File: src/rtl/tce_pkg.sv
// shared constants, codes and types of the text console engine
package tce_pkg;

  // fixed field widths
  localparam int FUNC_W = 2;
  localparam int CHAR_W = 8;
  localparam int ATTR_W = 8;
  localparam int COL_W  = 7;
  localparam int ROW_W  = 5;
  localparam int POS_W  = 11;
  localparam int IDX_W  = 11;
  localparam int CELL_W = 16;

  // default geometry
  localparam int DEF_WIDTH  = 80;
  localparam int DEF_HEIGHT = 25;

  // function codes
  localparam logic [FUNC_W-1:0] FUNC_PUT  = 2'd0;
  localparam logic [FUNC_W-1:0] FUNC_CLR  = 2'd1;
  localparam logic [FUNC_W-1:0] FUNC_SET  = 2'd2;
  localparam logic [FUNC_W-1:0] FUNC_READ = 2'd3;

  // control characters
  localparam logic [CHAR_W-1:0] CH_BS  = 8'd8;
  localparam logic [CHAR_W-1:0] CH_TAB = 8'd9;
  localparam logic [CHAR_W-1:0] CH_LF  = 8'd10;
  localparam logic [CHAR_W-1:0] CH_CR  = 8'd13;
  localparam logic [CHAR_W-1:0] CH_SPACE = 8'h20;

  localparam int TAB_STOP = 8;
  localparam logic [COL_W:0] TAB_MASK = ~((COL_W+1)'(TAB_STOP - 1));

  localparam logic [ATTR_W-1:0] ATTR_RESET = 8'h07;
  localparam logic [CELL_W-1:0] INIT_CELL  = {ATTR_RESET, CH_SPACE};

  // config register index
  localparam logic CFG_IDX_ATTR = 1'b0;

  // outcome of one put-char step
  typedef struct packed {
    logic [COL_W-1:0] col;
    logic [ROW_W-1:0] row;
    logic [COL_W-1:0] wr_col;
    logic             wr_en;
    logic             wr_blank;
    logic             scroll;
  } step_t;

endpackage

File: src/rtl/tce_step.sv
// cursor update and cell write decision for one put-char word
module tce_step #(
  parameter int WIDTH  = tce_pkg::DEF_WIDTH,
  parameter int HEIGHT = tce_pkg::DEF_HEIGHT
) (
  input  logic [tce_pkg::COL_W-1:0]  col,
  input  logic [tce_pkg::ROW_W-1:0]  row,
  input  logic [tce_pkg::CHAR_W-1:0] ch,
  output tce_pkg::step_t             step
);
  import tce_pkg::*;

  logic [COL_W:0] c_nxt;
  logic [ROW_W:0] r_nxt;

  always_comb begin
    c_nxt         = {1'b0, col};
    r_nxt         = {1'b0, row};
    step          = '0;
    step.wr_col   = col;
    unique case (ch)
      CH_BS: begin
        // only steps back when not at the left edge
        if (col != '0) begin
          step.wr_col   = col - COL_W'(1);
          step.wr_en    = 1'b1;
          step.wr_blank = 1'b1;
          c_nxt         = c_nxt - (COL_W+1)'(1);
        end
      end
      CH_LF: begin
        c_nxt = '0;
        r_nxt = r_nxt + (ROW_W+1)'(1);
      end
      CH_CR:  c_nxt = '0;
      CH_TAB: c_nxt = (c_nxt + (COL_W+1)'(TAB_STOP)) & TAB_MASK;
      default: begin
        step.wr_en = 1'b1;
        c_nxt      = c_nxt + (COL_W+1)'(1);
      end
    endcase
    // wrap at the right edge
    if (c_nxt >= (COL_W+1)'(WIDTH)) begin
      c_nxt = '0;
      r_nxt = r_nxt + (ROW_W+1)'(1);
    end
    // off the bottom
    if (r_nxt >= (ROW_W+1)'(HEIGHT)) begin
      step.scroll = 1'b1;
      r_nxt       = (ROW_W+1)'(HEIGHT - 1);
    end
    step.col = c_nxt[COL_W-1:0];
    step.row = r_nxt[ROW_W-1:0];
  end

endmodule

File: config.mk
export PLATFORM = sky130hd
export DESIGN_NAME = tce_step
export DESIGN_NICKNAME = d
export VERILOG_FILES = /design/src/rtl/tce_pkg.sv /design/src/rtl/tce_step.sv
export SDC_FILE = /design/constraint.sdc
export NUM_CORES = 1
export LEC_CHECK = 0
export BUFFER_PORTS_ARGS = -buffer_cell sky130_fd_sc_hd__buf_2
export CAP_MARGIN = 0
export CORE_MARGIN = 4
export CORE_UTILIZATION = 49
export DETAILED_ROUTE_END_ITERATION = 16
export PLACE_DENSITY = 0.82
export SETUP_SLACK_MARGIN = 0.1
export SYNTH_ARGS = -nofsm -noshare
export SYNTH_HDL_FRONTEND = slang
export SYNTH_SLANG_ARGS = --single-unit
File: constraint.sdc
create_clock -name vclk -period 3.4
set_input_delay 0.34 -clock vclk [all_inputs]
set_output_delay 0.34 -clock vclk [all_outputs]
set_load 0.02 [all_outputs]
======== After elaboration in Yosys (flattened, before gate mapping) ========
Cells that the tools add are included.
storage, ports and cells
  register bits after elaboration ......... 0
  word-level logic and storage cells ...... 26
cells by class
  add/sub/neg operators ................... 6
  $lt $le $gt $ge ......................... 2
  equal/unequal tests ..................... 4
  multiplexer cells ....................... 11
  reduce and logical (&&, ||, !) cells .... 3
operator list
  cell                   count
  $eq A8 B4 Y1 const B   4
  $pmux W8 S3            1
  $mux W7                2
  $mux W6                2
  $mux W9                1
  $add A7 B1 Y8 const B  1
  $add A7 B4 Y8 const B  1
  $ge A8 B7 Y1 const B   1
  $mux W8                1
  $sub A7 B1 Y8 const B  1
  $reduce_bool A7 Y1     1
  $sub A7 B1 Y7 const B  1
  $add A5 B1 Y6 const B  1
  $add A6 B1 Y6 const B  1
  $ge A6 B5 Y1 const B   1
  $mux W5                1
  $reduce_or A3 Y1       1
  $mux W1                2
  $pmux W1 S2            1
  $reduce_or A2 Y1       1

======== Depth between registers and ports, before layout ========
  depth after elaboration ................. 7
  gate-level depth with buffers ........... 15
  mapped depth without buffers ............ 13

======== Least setup slack after synthesis ========
OpenSTA, ideal clock, no wires.
  kind .................................... input -> output
  from .................................... input ch[5] (netlist name)
  to ...................................... output step[11] (netlist name)
  arrival time ............................ 3,494 ps
  data required time ...................... 3,060 ps
  slack ................................... -434 ps
  stages on the path ...................... 12
  buffers on the path ..................... 1
  path through ............................ or4_4 -> buf_6 -> nor2_2 -> mux2_2 -> ha_1 -> or4_1 -> o22ai_1 -> nand2_1 -> a31oi_1 -> a21o_1 -> o211a_1 -> a21boi_1
RTL lines
  element      RTL line       RTL
  from (decl)  tce_step.sv:8  input logic [tce_pkg::CHAR_W-1:0] ch,
  to (decl)    tce_step.sv:9  output tce_pkg::step_t step

==> impl_metrics.toml <==
[pwr]
switching_power_mw = 0.125
p_per_area_mw_per_mm2 = 128
ir_worst_vdd_uv = 90.7
combPwrFrac_pct = 100.0
leakage_nw = 0.758
p_int_mw = 0.0954
pwr-share-seq_pct = 0
sw_frac_of_total_pct = 56.7
p_clk_share_pct = 0
power_mw = 0.220

[critical_path]
crit_slowest_cell = "or4bb_4"
cp.arrival_ns = 3.18
cp.required_ns = 3.06
slowest_delay_ns = 0.55
startpoint_type = "input port"
cp-end-kind = "primary output"
worstSetupPathType = "in2out"
crit_chain = "buf_6 > or4bb_4 > nor2_4 > mux2_4 > ha_4 > or4_4 > o22ai_2 > nand2_1 > a31oi_1 > a21o_1 > o211a_1 > a21boi_4 > buf_6"
crit_top_cell = "buf_6"
crit_start = "ch[2]"
path_max_fanout = 5

[logic_synthesis]
synth_top_area_share_pct = 7.21
syn_area_mm2 = 0.00121
syn_area_per_cell_um2 = 6.57
yosysSeqAreaShare_pct = 0
synthTopCellsByArea = "ha_1, xnor2_1, nand3_1"
yosysWarnings = 0
yosys-top-cells-count = "nand2_1, nor2_1, nand3_1, o21ai_0, inv_1"
synth.most_common_cell = "nand2_1"
synth.distinct_cells = 60
synth_fp_nets = 212
yosysTopAreaCell = "ha_1"
synth_cells = 185

[sta]
worstMarginPinSlew_ns = 0.404
drv_slew = 0
slew_headroom_pct = 73.0
setup_violations = 3
period_minus_slack_ns = 3.52
fmax_mhz = 284
setup_ws_ns = -0.120
rsz0062_at_grt = "true"
fin_crit_sh_pct = 104
fin_setup_tns_ns = -0.248
hold_viol = 0

[detailed_routing]
antenna_left = 0
viasPerCell = 6.34
drc = 0
drtIter0Drc = 103
route.detailed.wl_per_inst_um = 15.9
firstDrtPassIters = 4
vias = 1700
wl_um = 4270

[finish]
fillerInstances = 188
antenna_cells = 0
drive_gt1_share_pct = 40.0
finalCoreUtilization_pct = 75.6
multi_input_area_mm2 = 0.00122
register_area_um2 = 0
flops_and_latches = 0
clock_buffer_count = 0
layout.nets = 269
area_delta_synth_final_pct = 41.6

[floorplanning]
num_rows = 17
die_area_mm2 = 0.00334
ioPinCount = 42
core-area_mm2 = 0.00228
initial_core_util_pct = 53.4
die_h_um = 57.8
die_w_um = 57.8

[grt]
grt_usage_pct = 22.9
grt_max_degree = 13
antenna_found_initial = 0
busiest_layer = "met2"
grt_pass1_vias = 1463
grt.met3_usage_pct = 3.34
grtUsageMet1_pct = 29.9
use_met2_pct = 39.7
overflow = 0
grt_pass1_wl_um = 6440

[worst_hold_path]
min_from = "col[0]"
hold_path_class = "in2out"

[run_status]
status = "finished with violations"
violations = "setup timing"

[placement]
io_buffers = 42
place_ws_ns = -0.218
place_congestion = 0.965
dp_hpwl_um = 3050

[run]
cap_violations = 0

[cts]
cts_hold_buf = 0
==> critical path, delay by kind of cell <==
kind / cells / cell delay (ns)
adder cells (fa/ha/maj): 1 / 0.27
multiplexers: 1 / 0.34
AND/OR/NAND/NOR: 4 / 1.23
buffers and inverters: 2 / 0.22
AO/OA/AOI/OAI: 5 / 0.78
==> cells in the final DEF, fill, tap and decap left out, types with 4 or more instances in the layout <==
master	synthesis	layout
o21ai_0	11	11
xnor2_1	9	9
inv_1	10	10
nor2_1	15	15
buf_4	0	26
buf_2	2	35
a21oi_1	5	5
nand2_1	17	17
nor3_1	9	8
ha_1	7	6
nand3_1	13	12
nand4_1	4	4
buf_6	2	5
and3_1	6	6
==> power by group through the flow <==
stage               clock, mW  combinational, mW  sequential (mW)
floorplan                   0              0.128                0
global placement            0              0.193                0
detailed placement          0              0.196                0
CTS                         0              0.204                0
global route                0              0.238                0
finish                      0              0.220                0
==> cells by family (layout without fill, tap and decap cells) <==
logic type / after synthesis / count (layout) / synth area share, %
AND/OR/NAND/NOR: 94 / 94 / 45.3
AO/OA/AOI/OAI: 47 / 47 / 28.0
adder cells (fa/ha/maj): 7 / 7 / 7.21
buffers and inverters: 22 / 77 / 8.24
multiplexers: 3 / 3 / 2.57
XOR/XNOR: 12 / 12 / 8.65
==> worst paths after layout <==
path / end / cells past startpoint
setup / recovery: step[11] / 13
hold / removal: step[15] / 4
==> metal layers <==
metal  vias up  wire [um]
met5         -          0
met4         0         55
met3        12        439
met2       114       2120
met1       769       1660
li1        805          -
==> timing repair <==
action / in CTS / in global routing
pin swaps: 7 / 2
setup buffers: 1 / 1
hold endpoints to repair: 0 / 0
gates resized for setup: 8 / 11
endpoints found under the setup margin: 4 / 13
==> through the flow <==
stage | hold slack [ns] | instances | cell area [um^2]
5_1_grt | 1.11 | 268 | 1720
2_1_floorplan | 0.826 | 185 | 1260
3_5_place_dp | 1.07 | 266 | 1610
3_3_place_gp | 1.08 | 266 | 1610
4_1_cts | 1.08 | 267 | 1650
6_report | 1.08 | 268 | 1720
==> layout make-up <==
| class | count | area share (%) |
|---|---|---|
| multi-input combinational | 163 | 70.8 |
| timing repair buffer | 66 | 24.8 |
| inverter | 11 | 2.40 |
| tap | 28 | 2.04 |
(Power assumes the default switching activity.)
